File: src/sv/ipb_pkg.sv
// Shared constants, codes and types for the I/O port permission bitmap.
package ipb_pkg;

  localparam int PORT_COUNT = 1024;
  localparam int WORD_BITS  = 64;
  localparam int NUM_WORDS  = PORT_COUNT / WORD_BITS;
  localparam int WIDX_W     = (NUM_WORDS > 1) ? $clog2(NUM_WORDS) : 1;
  localparam int BIT_W      = $clog2(WORD_BITS);
  localparam int SPAN_W     = 17;

  localparam logic [SPAN_W-1:0] PORT_LIMIT = SPAN_W'(PORT_COUNT);

  localparam logic [1:0] ST_OK      = 2'd0;
  localparam logic [1:0] ST_INVALID = 2'd1;
  localparam logic [1:0] ST_NOPERM  = 2'd2;

  localparam logic OP_UPDATE = 1'b0;
  localparam logic OP_CHECK  = 1'b1;

  typedef enum logic [1:0] {
    S_IDLE,
    S_CHECK,
    S_WALK,
    S_RESP
  } state_t;

  // Span of one update: first and last bitmap word, bit bounds inside them.
  typedef struct packed {
    logic [WIDX_W-1:0] start_word;
    logic [WIDX_W-1:0] last_word;
    logic [BIT_W-1:0]  lo_bit;
    logic [BIT_W-1:0]  hi_bit;
  } span_t;

endpackage

File: src/sv/io_port_permission_bitmap.sv
// Top level of the I/O port permission bitmap: request sequencer and bitmap memory.
//
// Keeps one deny bit per I/O port (1 = denied), PORT_COUNT ports packed in
// NUM_WORDS words of WORD_BITS bits in a single-port-write, one-read
// synchronous memory; after reset every port is denied (per-word valid bits
// make an unwritten word read as all ones, so no clearing pass is needed).
// A check reads its word at acceptance, tests the port's bit in S_CHECK and
// loads the result register from S_RESP once the output register is free. An
// update walks the bitmap words its span touches, from the first to the last,
// reading the next word while it writes back the current one, one word per
// cycle through the memory port, then loads the result from S_RESP. Rejected
// requests (empty, wrapping or over-range span, unprivileged grant,
// out-of-range check) go straight from acceptance to S_RESP and leave the
// bitmap untouched.
// One request is in flight at a time; a new word is taken while the previous
// result still waits in the output register.
module io_port_permission_bitmap import ipb_pkg::*; (
  input  logic        clk,
  input  logic        rst_n,
  input  logic        in_tvalid,
  output logic        in_tready,
  // [15:0] first_port, [31:16] port_count, [32] grant, [33] privileged, rest zero
  input  logic [39:0] in_tdata,
  // [0] op
  input  logic        in_tuser,
  output logic        out_tvalid,
  input  logic        out_tready,
  // [1:0] status, [2] port_allowed, rest zero
  output logic [7:0]  out_tdata
);

  // Bitmap memory and its per-word written marks.
  logic [WORD_BITS-1:0] mem [NUM_WORDS];
  logic [NUM_WORDS-1:0] valid_r;
  logic [WORD_BITS-1:0] rd_data_r;
  logic                 rd_valid_r;

  state_t state_r, state_nxt;

  logic [WIDX_W-1:0] w_r;
  span_t             span_r;
  logic              deny_r;
  logic [1:0]        status_r;
  logic              allowed_r;
  logic              out_valid_r;
  logic [7:0]        out_tdata_r;

  // Request fields.
  logic              in_op;
  logic [15:0]       in_first;
  logic [15:0]       in_count;
  logic              in_grant;
  logic              in_priv;
  logic              in_fire;

  logic [SPAN_W-1:0] span_end;
  logic [SPAN_W-1:0] span_endm1;
  logic              range_ok;
  logic              check_ok;
  logic [1:0]        req_status;
  logic              req_go;

  // Memory control.
  logic                 rd_en;
  logic [WIDX_W-1:0]    rd_addr;
  logic                 wr_en;
  logic [WORD_BITS-1:0] wr_data;
  logic [WORD_BITS-1:0] cur_word;
  logic [WORD_BITS-1:0] mask;
  logic                 out_free;
  logic                 walk_done;

  assign in_op    = in_tuser;
  assign in_first = in_tdata[15:0];
  assign in_count = in_tdata[31:16];
  assign in_grant = in_tdata[32];
  assign in_priv  = in_tdata[33];

  assign in_tready = (state_r == S_IDLE);
  assign in_fire   = in_tvalid && in_tready;

  // Decode: span bounds at 17 bits so the sum never wraps.
  assign span_end   = {1'b0, in_first} + {1'b0, in_count};
  assign span_endm1 = span_end - SPAN_W'(1);
  assign range_ok   = (in_count != 16'd0) && (span_end <= PORT_LIMIT);
  assign check_ok   = ({1'b0, in_first} < PORT_LIMIT);

  always_comb begin
    req_status = ST_OK;
    req_go     = 1'b0;
    if (in_op == OP_CHECK) begin
      if (check_ok) begin
        req_go = 1'b1;
      end else begin
        req_status = ST_INVALID;
      end
    end else begin
      if (!range_ok) begin
        req_status = ST_INVALID;
      end else if (in_grant && !in_priv) begin
        req_status = ST_NOPERM;
      end else begin
        req_go = 1'b1;
      end
    end
  end

  // Unwritten words read as all denied.
  assign cur_word  = rd_valid_r ? rd_data_r : '1;
  assign out_free  = !out_valid_r || out_tready;
  assign walk_done = (w_r == span_r.last_word);

  ipb_mask u_mask (
    .word_idx (w_r),
    .span     (span_r),
    .mask     (mask)
  );

  assign wr_data = deny_r ? (cur_word | mask) : (cur_word & ~mask);

  // Next state.
  always_comb begin
    state_nxt = state_r;
    case (state_r)
      S_IDLE: begin
        if (in_fire) begin
          if (!req_go) begin
            state_nxt = S_RESP;
          end else if (in_op == OP_CHECK) begin
            state_nxt = S_CHECK;
          end else begin
            state_nxt = S_WALK;
          end
        end
      end
      S_CHECK: state_nxt = S_RESP;
      S_WALK: begin
        if (walk_done) begin
          state_nxt = S_RESP;
        end
      end
      S_RESP: begin
        if (out_free) begin
          state_nxt = S_IDLE;
        end
      end
      default: state_nxt = S_IDLE;
    endcase
  end

  // Memory port control: read the first word at acceptance, then in the walk
  // write back the current word while reading the next one.
  always_comb begin
    rd_en   = 1'b0;
    rd_addr = w_r + WIDX_W'(1);
    wr_en   = 1'b0;
    case (state_r)
      S_IDLE: begin
        rd_en   = in_fire && req_go;
        rd_addr = in_first[BIT_W +: WIDX_W];
      end
      S_WALK: begin
        wr_en = 1'b1;
        rd_en = !walk_done;
      end
      default: begin
        rd_en = 1'b0;
      end
    endcase
  end

  // Memory array and registered read.
  always_ff @(posedge clk) begin
    if (wr_en) begin
      mem[w_r] <= wr_data;
    end
    if (rd_en) begin
      rd_data_r <= mem[rd_addr];
    end
  end

  always_ff @(posedge clk) begin
    if (!rst_n) begin
      valid_r    <= '0;
      rd_valid_r <= 1'b0;
    end else begin
      if (rd_en) begin
        rd_valid_r <= valid_r[rd_addr];
      end
      if (wr_en) begin
        valid_r[w_r] <= 1'b1;
      end
    end
  end

  // Sequencer registers.
  always_ff @(posedge clk) begin
    if (!rst_n) begin
      state_r <= S_IDLE;
    end else begin
      state_r <= state_nxt;
    end
  end

  always_ff @(posedge clk) begin
    if (in_fire) begin
      w_r               <= in_first[BIT_W +: WIDX_W];
      span_r.start_word <= in_first[BIT_W +: WIDX_W];
      span_r.last_word  <= span_endm1[BIT_W +: WIDX_W];
      span_r.lo_bit     <= in_first[BIT_W-1:0];
      span_r.hi_bit     <= span_endm1[BIT_W-1:0];
      deny_r            <= !in_grant;
      status_r          <= req_status;
      allowed_r         <= 1'b0;
    end else if (state_r == S_CHECK) begin
      allowed_r <= !cur_word[span_r.lo_bit];
    end else if (state_r == S_WALK && !walk_done) begin
      w_r <= w_r + WIDX_W'(1);
    end
  end

  // Output register: load the result, hold it until taken.
  always_ff @(posedge clk) begin
    if (!rst_n) begin
      out_valid_r <= 1'b0;
    end else if (state_r == S_RESP && out_free) begin
      out_valid_r <= 1'b1;
    end else if (out_tready) begin
      out_valid_r <= 1'b0;
    end
  end

  always_ff @(posedge clk) begin
    if (state_r == S_RESP && out_free) begin
      out_tdata_r <= {5'd0, allowed_r, status_r};
    end
  end

  assign out_tvalid = out_valid_r;
  assign out_tdata  = out_tdata_r;

endmodule

File: src/sv/ipb_mask.sv
// Bit mask of the update span that falls into one bitmap word.
module ipb_mask import ipb_pkg::*; (
  input  logic [WIDX_W-1:0]    word_idx,
  input  span_t                span,
  output logic [WORD_BITS-1:0] mask
);

  logic [BIT_W-1:0] lo;
  logic [BIT_W-1:0] hi;

  // Head word starts at the first bit, tail word stops at the last one.
  assign lo = (word_idx == span.start_word) ? span.lo_bit : '0;
  assign hi = (word_idx == span.last_word)  ? span.hi_bit : BIT_W'(WORD_BITS - 1);

  always_comb begin
    for (int i = 0; i < WORD_BITS; i++) begin
      mask[i] = (BIT_W'(i) >= lo) && (BIT_W'(i) <= hi);
    end
  end

endmodule
File: config.mk
export PLATFORM = sky130hd
export DESIGN_NAME = io_port_permission_bitmap
export DESIGN_NICKNAME = d
export VERILOG_FILES = /design/src/sv/ipb_pkg.sv /design/src/sv/io_port_permission_bitmap.sv /design/src/sv/ipb_mask.sv
export SDC_FILE = /design/constraint.sdc
export NUM_CORES = 2
export LEC_CHECK = 0
export BUFFER_PORTS_ARGS = -buffer_cell sky130_fd_sc_hd__buf_4
export CORE_MARGIN = 3
export CORE_UTILIZATION = 30
export DETAILED_ROUTE_END_ITERATION = 6
export PLACE_DENSITY = 0.46
export REMOVE_ABC_BUFFERS = 1
export SLEW_MARGIN = 20
export SYNTH_ARGS = -nofsm -noshare
export SYNTH_HDL_FRONTEND = slang
export SYNTH_SLANG_ARGS = --single-unit
File: constraint.sdc
create_clock -name clk -period 10.9 [get_ports clk]
set_input_delay 0 -clock clk [delete_from_list [all_inputs] [get_ports clk]]
set_output_delay 0 -clock clk [all_outputs]
set_load 0.01 [all_outputs]
Yosys cells after proc, flatten, opt, wreduce, memory -nomap -nowiden

Memories as Yosys holds them, arrays and structs flattened. A register that Yosys moved wholly into a read port is not among the register bits.
Cells that the tools add are included.

Bits in registers: 51
Bits in latches: 0
Bits in writable memories: 1024
Memory bits (read-only): 0
Input bits: 45
Output and inout port bits: 10
Word-level logic and storage cells: 281
Memories kept: 1

Memories:

| memory | depth | bits a word | rd ports | clocked after Yosys merged registers in | write ports | line                            | RTL |
|---|---|---|---|---|---|---|---|
| mem    | 16    | 64          | 1        | 1                                       | 1           | io_port_permission_bitmap.sv:33 | `logic [WORD_BITS-1:0] mem [NUM_WORDS];` |

$add $sub $neg: 3
$mul: 0
Div/mod/pow operators: 0
Order comparisons: 134
Equal/unequal tests: 9
Shifts and indexed selects: 0
Muxes and demuxes: 34
Bitwise operators: 4
Reductions and logical operators: 83

Operators by type and width:

| operator               | count |
|---|---|
| $ge A6 B6 Y1 const A   | 32 |
| $le A6 B6 Y1 const A   | 32 |
| $mux W64               | 2 |
| $ge A5 B6 Y1 const A   | 16 |
| $le A5 B6 Y1 const A   | 16 |
| $logic_and A1 B1 Y1    | 71 |
| $and A64 B64 Y64       | 1 |
| $not A64 Y64           | 1 |
| $or A64 B64 Y64        | 1 |
| $ge A4 B6 Y1 const A   | 8 |
| $le A4 B6 Y1 const A   | 8 |
| $ge A3 B6 Y1 const A   | 4 |
| $le A3 B6 Y1 const A   | 4 |
| $add A16 B16 Y17       | 1 |
| $le A17 B11 Y1 const B | 1 |
| $lt A16 B11 Y1 const B | 1 |
| $mux W2                | 8 |
| $mux W4                | 4 |
| $or A16 B16 Y16        | 1 |
| $reduce_bool A16 Y1    | 1 |
| $mux W1                | 13 |
| $ge A1 B6 Y1 const A   | 2 |
| $ge A2 B6 Y1 const A   | 2 |
| $le A1 B6 Y1 const A   | 2 |
| other kinds (23)       | 35 |

Longest topological paths before layout

Depth in word-level cells: 8
Depth in mapped cells: 14
Mapped depth without buffers: 11

Cells and area by module

From an unflattened synthesis, not the netlist that was laid out.

Cell total of the unflattened synthesis: 2470
Area, all modules: 46863.7 sq um

By module, submodules not included:

| module                    | instances | cells an instance | area each (sq um) | seq. area each (sq um) |
|---|---|---|---|---|
| io_port_permission_bitmap | 1         | 2183              | 45322.2           | 33992.6 |
| ipb_mask                  | 1         | 287               | 1541.5            | 0.0 |

Worst setup path before layout

OpenSTA, ideal clock, no wires.

Path kind: input to register
From: input port in_tdata[5]
To: register rd_data_r[0] (read register of mem), enable pin
Library setup time: 0.418 ns
Data arrival time: 3.542 ns
Data required time: 10.482 ns
Setup slack: 6.940 ns
Stages: 10
Path buffers: 1
Cells stage by stage: ha_1 > clkbuf_1 > nand2_1 > a211oi_1 > a21oi_1 > o31ai_1 > mux2_1 > a2111oi_2 > o211ai_1 > inv_1

Longest elaborated chain between the ends: 7
Elaborated cells on any way between the ends: 9
Those cells by class: 1 x add/sub; 2 x order compare; 4 x mux; 2 x reduce/logical

RTL lines:

| item                  | line                             | RTL |
|---|---|---|
| from (decl)           | io_port_permission_bitmap.sv:23  | `input logic [39:0] in_tdata,` |
| $add A16 B16 Y17      | io_port_permission_bitmap.sv:83  | `assign span_end = {1'b0, in_first} + {1'b0, in_count};` |
| $le A17 B11 Y1        | io_port_permission_bitmap.sv:85  | `assign range_ok = (in_count != 16'd0) && (span_end <= PORT_LIMIT);` |
| $logic_and A1 B1 Y1   | io_port_permission_bitmap.sv:85  |  |
| $mux W1               | io_port_permission_bitmap.sv:98  | `if (!range_ok) begin` |
| $mux W1 *             | io_port_permission_bitmap.sv:91  | `if (in_op == OP_CHECK) begin` |
| $logic_and A1 B1 Y1 * | io_port_permission_bitmap.sv:159 | `rd_en = in_fire && req_go;` |
| $pmux W1 S2 *         | io_port_permission_bitmap.sv:157 | `case (state_r)` |
| via rd_en             | io_port_permission_bitmap.sv:64  | `logic rd_en;` |
| to (decl)             | io_port_permission_bitmap.sv:35  | `logic [WORD_BITS-1:0] rd_data_r;` |

Mark *: on every way through the listed nets, which the timed path passes. The rest lies on a longest branch.
A chain may end at the register's enable or synchronous reset.

Worst setup path after layout

From: register state_r[1]
To: register rd_data_r[23] (read register of mem), enable pin

Longest elaborated chain between the ends: 4
Elaborated cells on any way between the ends: 6
Those cells by class: 1 x eq/ne; 2 x mux; 3 x reduce/logical

RTL lines:

| item                   | line                             | RTL |
|---|---|---|
| from (decl)            | io_port_permission_bitmap.sv:38  | `state_t state_r, state_nxt;` |
| from (signal assigned) | io_port_permission_bitmap.sv:201 | `state_r <= state_nxt;` |
| $logic_not A2 Y1       | io_port_permission_bitmap.sv:79  | `assign in_tready = (state_r == S_IDLE);` |
| $logic_and A1 B1 Y1    | io_port_permission_bitmap.sv:80  | `assign in_fire = in_tvalid && in_tready;` |
| via in_fire            | io_port_permission_bitmap.sv:54  | `logic in_fire;` |
| $logic_and A1 B1 Y1    | io_port_permission_bitmap.sv:159 |  |
| $pmux W1 S2            | io_port_permission_bitmap.sv:157 |  |
| via rd_en              | io_port_permission_bitmap.sv:64  |  |

The timed path passes the listed nets, and every way through them passes these cells.

==> flow_summary.yaml <==
pwr:
  cellLeakagePower_uw: 0.0168
  p_clk_frac: 0.269
  power_density_nw_per_um2: 273
  p_sw_uw: 4730
  p_int_uw: 9970
  power_frac_seq: 0.398
  irDropWorstVdd_uv: 254
  pwr-share-comb: 0.332
  switching_share: 0.322
clocking:
  worstSkewPairLatency_ps: 730
  cts.htree.levels: 3
  cts_made_buffers: 120
  hold_buffers: 33
  root_buffer: "clkbuf_16"
  clock_path_buffers: 3
  cts_tree: "built"
  clk_pin_slew_ps: 60
  cts_sinks: 1139
  cts-resized-gates: 0
  cts_setup_buffers: 0
timing:
  max_freq_mhz: 203
  rsz0062_at_grt: "false"
  finalHoldViolations: 0
  whs_ps: 79.3
  relSlewSlack: 0.251
  slew_violations: 0
  post-route-period-util: 0.452
  setup_viol: 0
  min_period_ps: 4920
  worst_pin_slew_ps: 1120
  fin_skew_ps: 31.5
die:
  core-area_sq_um: 155000
  die_y_um: 401
  boundaryPins: 55
  die_area_sq_um: 161000
  start_util: 0.303
  die_width_um: 401
  rows: 144
logic_synthesis:
  postSynth.asyncResetShare: 0
  synth.distinct_cells: 71
  synth_cells: 2498
  synth.cell_area_sq_um: 46900
  ys.flop_type: "edfxtp_1"
  ys.warnings.count: 0
  yosysSeqAreaShare: 0.725
  syn_area_per_cell_sq_um: 18.8
  synth-edff-count: 1118
  synth_seq_cells: 1139
layout:
  seqCellArea_sq_um: 34000
  drive_gt1_frac: 0.229
  area_growth_pct: 15.1
  final_nets: 2663
  nFillCells: 14500
  fin_area_sq_um: 54000
  multi_input_area_sq_um: 12300
  fin_cells: 4735
global_route:
  grt_use_total: 0.155
  grt_pass1_wl_um: 183000
  grt_pass1_vias: 25100
  globalRouteOverflowTotal: 0
  grt_max_degree: 113
  grt_antenna_before_repair: 1
drt:
  wl_per_cell_um: 26.7
  dr_total_vias: 24100
  wirelength_um: 126000
  drc: 0
  drt_first_pass_iters: 5
  antenna_left: 0
  drtIter0Drc: 2038
  viasPerCell: 5.09
worst_setup_path:
  r2r-end: "rd_data_r[23]"
  reg2regPathDepth: 11
  path_buf_inv: 6
  crit_start: "state_r[1]"
  crit_chain: "inv_1 -> ha_1 -> nand2_1 -> inv_1 -> o21ai_0 -> dlygate4sd3_1 -> nand2_1 -> o211ai_1 -> clkinv_2 -> buf_4 -> buf_4"
  cp.depth: 11
  crit_fanout: 39
  required_ps: 11250
  crit_path_end_kind: "flip-flop"
  ff2ff_setup_slack_ps: 5980
  slowest_stage: "inv_1"
  arrival_ps: 5270
  critPathLaunchType: "flip-flop"
  critical_path_class: "flip-flop to flip-flop"
  cpPeakStageDelay_ps: 830
  reg2reg_from: "state_r[1]"
  critPathTopFamily: "buffers and inverters"
placed_design:
  dp_cells: 4477
  io_buffers: 43
  placed_cell_area_sq_um: 49600
  gp_congestion: 0.879
  place.detailed.hpwl_um: 67000
hold_path:
  hp-class: "primary input to flip-flop"
  worstHoldStart: "in_tdata[6]"
  holdPathEnd: "span_r[16]"
  hold_depth: 2
run:
  cap_viol_max_count: 0
outcome:
  status: "complete, no violations"
[how the worst max path moves through the flow]
stage	slack (ps)	to
6_report	5980	rd_data_r[23]
5_1_grt	5590	rd_data_r[18]
4_1_cts	5890	rd_data_r[23]
3_5_place_dp	6170	rd_data_r[11]
3_3_place_gp	6250	rd_data_r[11]
2_1_floorplan	-13310	rd_valid_r
[power groups by stage]
stage	combinational, uW	sequential (uW)	clock, uW
finish	4890	5860	3960
global route	5340	5880	4240
CTS	4940	5870	4080
detailed placement	4910	5950	0
global placement	4810	5940	0
floorplan	4250	5900	0
[worst reg2reg max path: cells and delay by family, from the launching register on]
family          cells  cell delay, ps
fa+ha+maj           1             510
buf+inv             6            2880
flops               1             330
simple gates        2             410
compound gates      2             390
[cell usage after synthesis, types with 3 or more instances]
library cell / n / area (sq um)
o31ai_1: 4 / 30.0
ha_1: 27 / 338
o21ai_1: 25 / 125
nand2b_1: 6 / 37.5
buf_4: 11 / 82.6
xor2_1: 9 / 78.8
mux2_2: 3 / 33.8
or3_1: 5 / 31.3
edfxtp_1: 1118 / 33600
nor2b_1: 72 / 450
o221ai_1: 3 / 26.3
nand3b_1: 8 / 60.1
o22ai_1: 7 / 43.8
a211oi_1: 74 / 556
mux2i_1: 74 / 741
clkbuf_1: 102 / 383
o211ai_1: 10 / 75.1
xnor2_1: 20 / 175
nand2_1: 59 / 221
o21a_1: 29 / 218
and3_1: 4 / 25.0
a311oi_1: 3 / 26.3
nor4_1: 8 / 50.1
a221oi_1: 4 / 35.0
buf_2: 39 / 195
mux4_2: 281 / 6330
nor3b_1: 13 / 97.6
nand3_1: 14 / 70.1
nor2_1: 75 / 282
a31oi_1: 32 / 200
a21oi_1: 156 / 781
nor3_1: 36 / 180
buf_1: 4 / 15.0
and2_1: 20 / 125
dfxtp_1: 21 / 420
a21o_1: 7 / 52.6
nand4_1: 5 / 31.3
o21ai_0: 24 / 120
a21oi_2: 3 / 26.3
inv_1: 43 / 161
[through the flow]
stage | utilization | TNS, ps | power, uW | setup slack, ps
final | 0.349 | 0 | 14700 | 5980
after CTS | 0.347 | 0 | 14900 | 5890
after detailed placement | 0.321 | 0 | 10900 | 6170
after global placement | 0.320 | 0 | 10700 | 6250
after global routing | 0.349 | 0 | 15500 | 5590
after floorplan | - | -809980 | 10100 | -13310
[routing by layer]
| metal | share of wire | track usage | vias to the layer above | routed length [um] |
|---|---|---|---|---|
| li1 | - | - | 10400 | - |
| met3 | 0.044 | 0.0225 | 140 | 5530 |
| met2 | 0.48 | 0.256 | 624 | 60800 |
| met1 | 0.46 | 0.218 | 12900 | 57800 |
| met5 | 0 | 0 | - | 0 |
| met4 | 0.017 | 0.0367 | 0 | 2090 |
[state kept, by name (all words and copies together), names as in the netlist]
register / flops
mem: 1024
rd_data_r: 64
span_r: 20
valid_r: 16
w_r: 4
out_tdata: 3
state_r: 2
status_r: 2
allowed_r: 1
deny_r: 1
out_tvalid: 1
rd_valid_r: 1
[cells by family after synthesis]
kind of cell	count (synthesis)	synth area share
buf+inv	203	0.0185
mux	359	0.152
other cells	1	0.0000800
xor+xnor	29	0.00542
compound gates	401	0.0533
fa+ha+maj	28	0.00764
simple gates	338	0.0379
flops	1139	0.725
[placed cells by master (no fill, tap or decap), types with 41 or more instances in the layout]
master / synthesis / final
mux4_2: 281 / 281
nand2_1: 59 / 59
clkbuf_16: 0 / 124
nor2b_1: 72 / 72
nor2_1: 75 / 75
buf_4: 11 / 84
inv_1: 43 / 41
a211oi_1: 74 / 74
a21oi_1: 156 / 134
mux2i_1: 74 / 67
edfxtp_1: 1118 / 1118
[final cells by class]
type / instances / area share
Antenna cell: 1 / 0.0000464
Clock buffer: 161 / 0.0603
Clock inverter: 61 / 0.00997
Inverter: 45 / 0.00315
Multi-Input combinational cell: 1160 / 0.229
Sequential cell: 1139 / 0.630
Tap cell: 2044 / 0.0474
Timing Repair Buffer: 124 / 0.0205
Power figures use the tool's default switching activity.
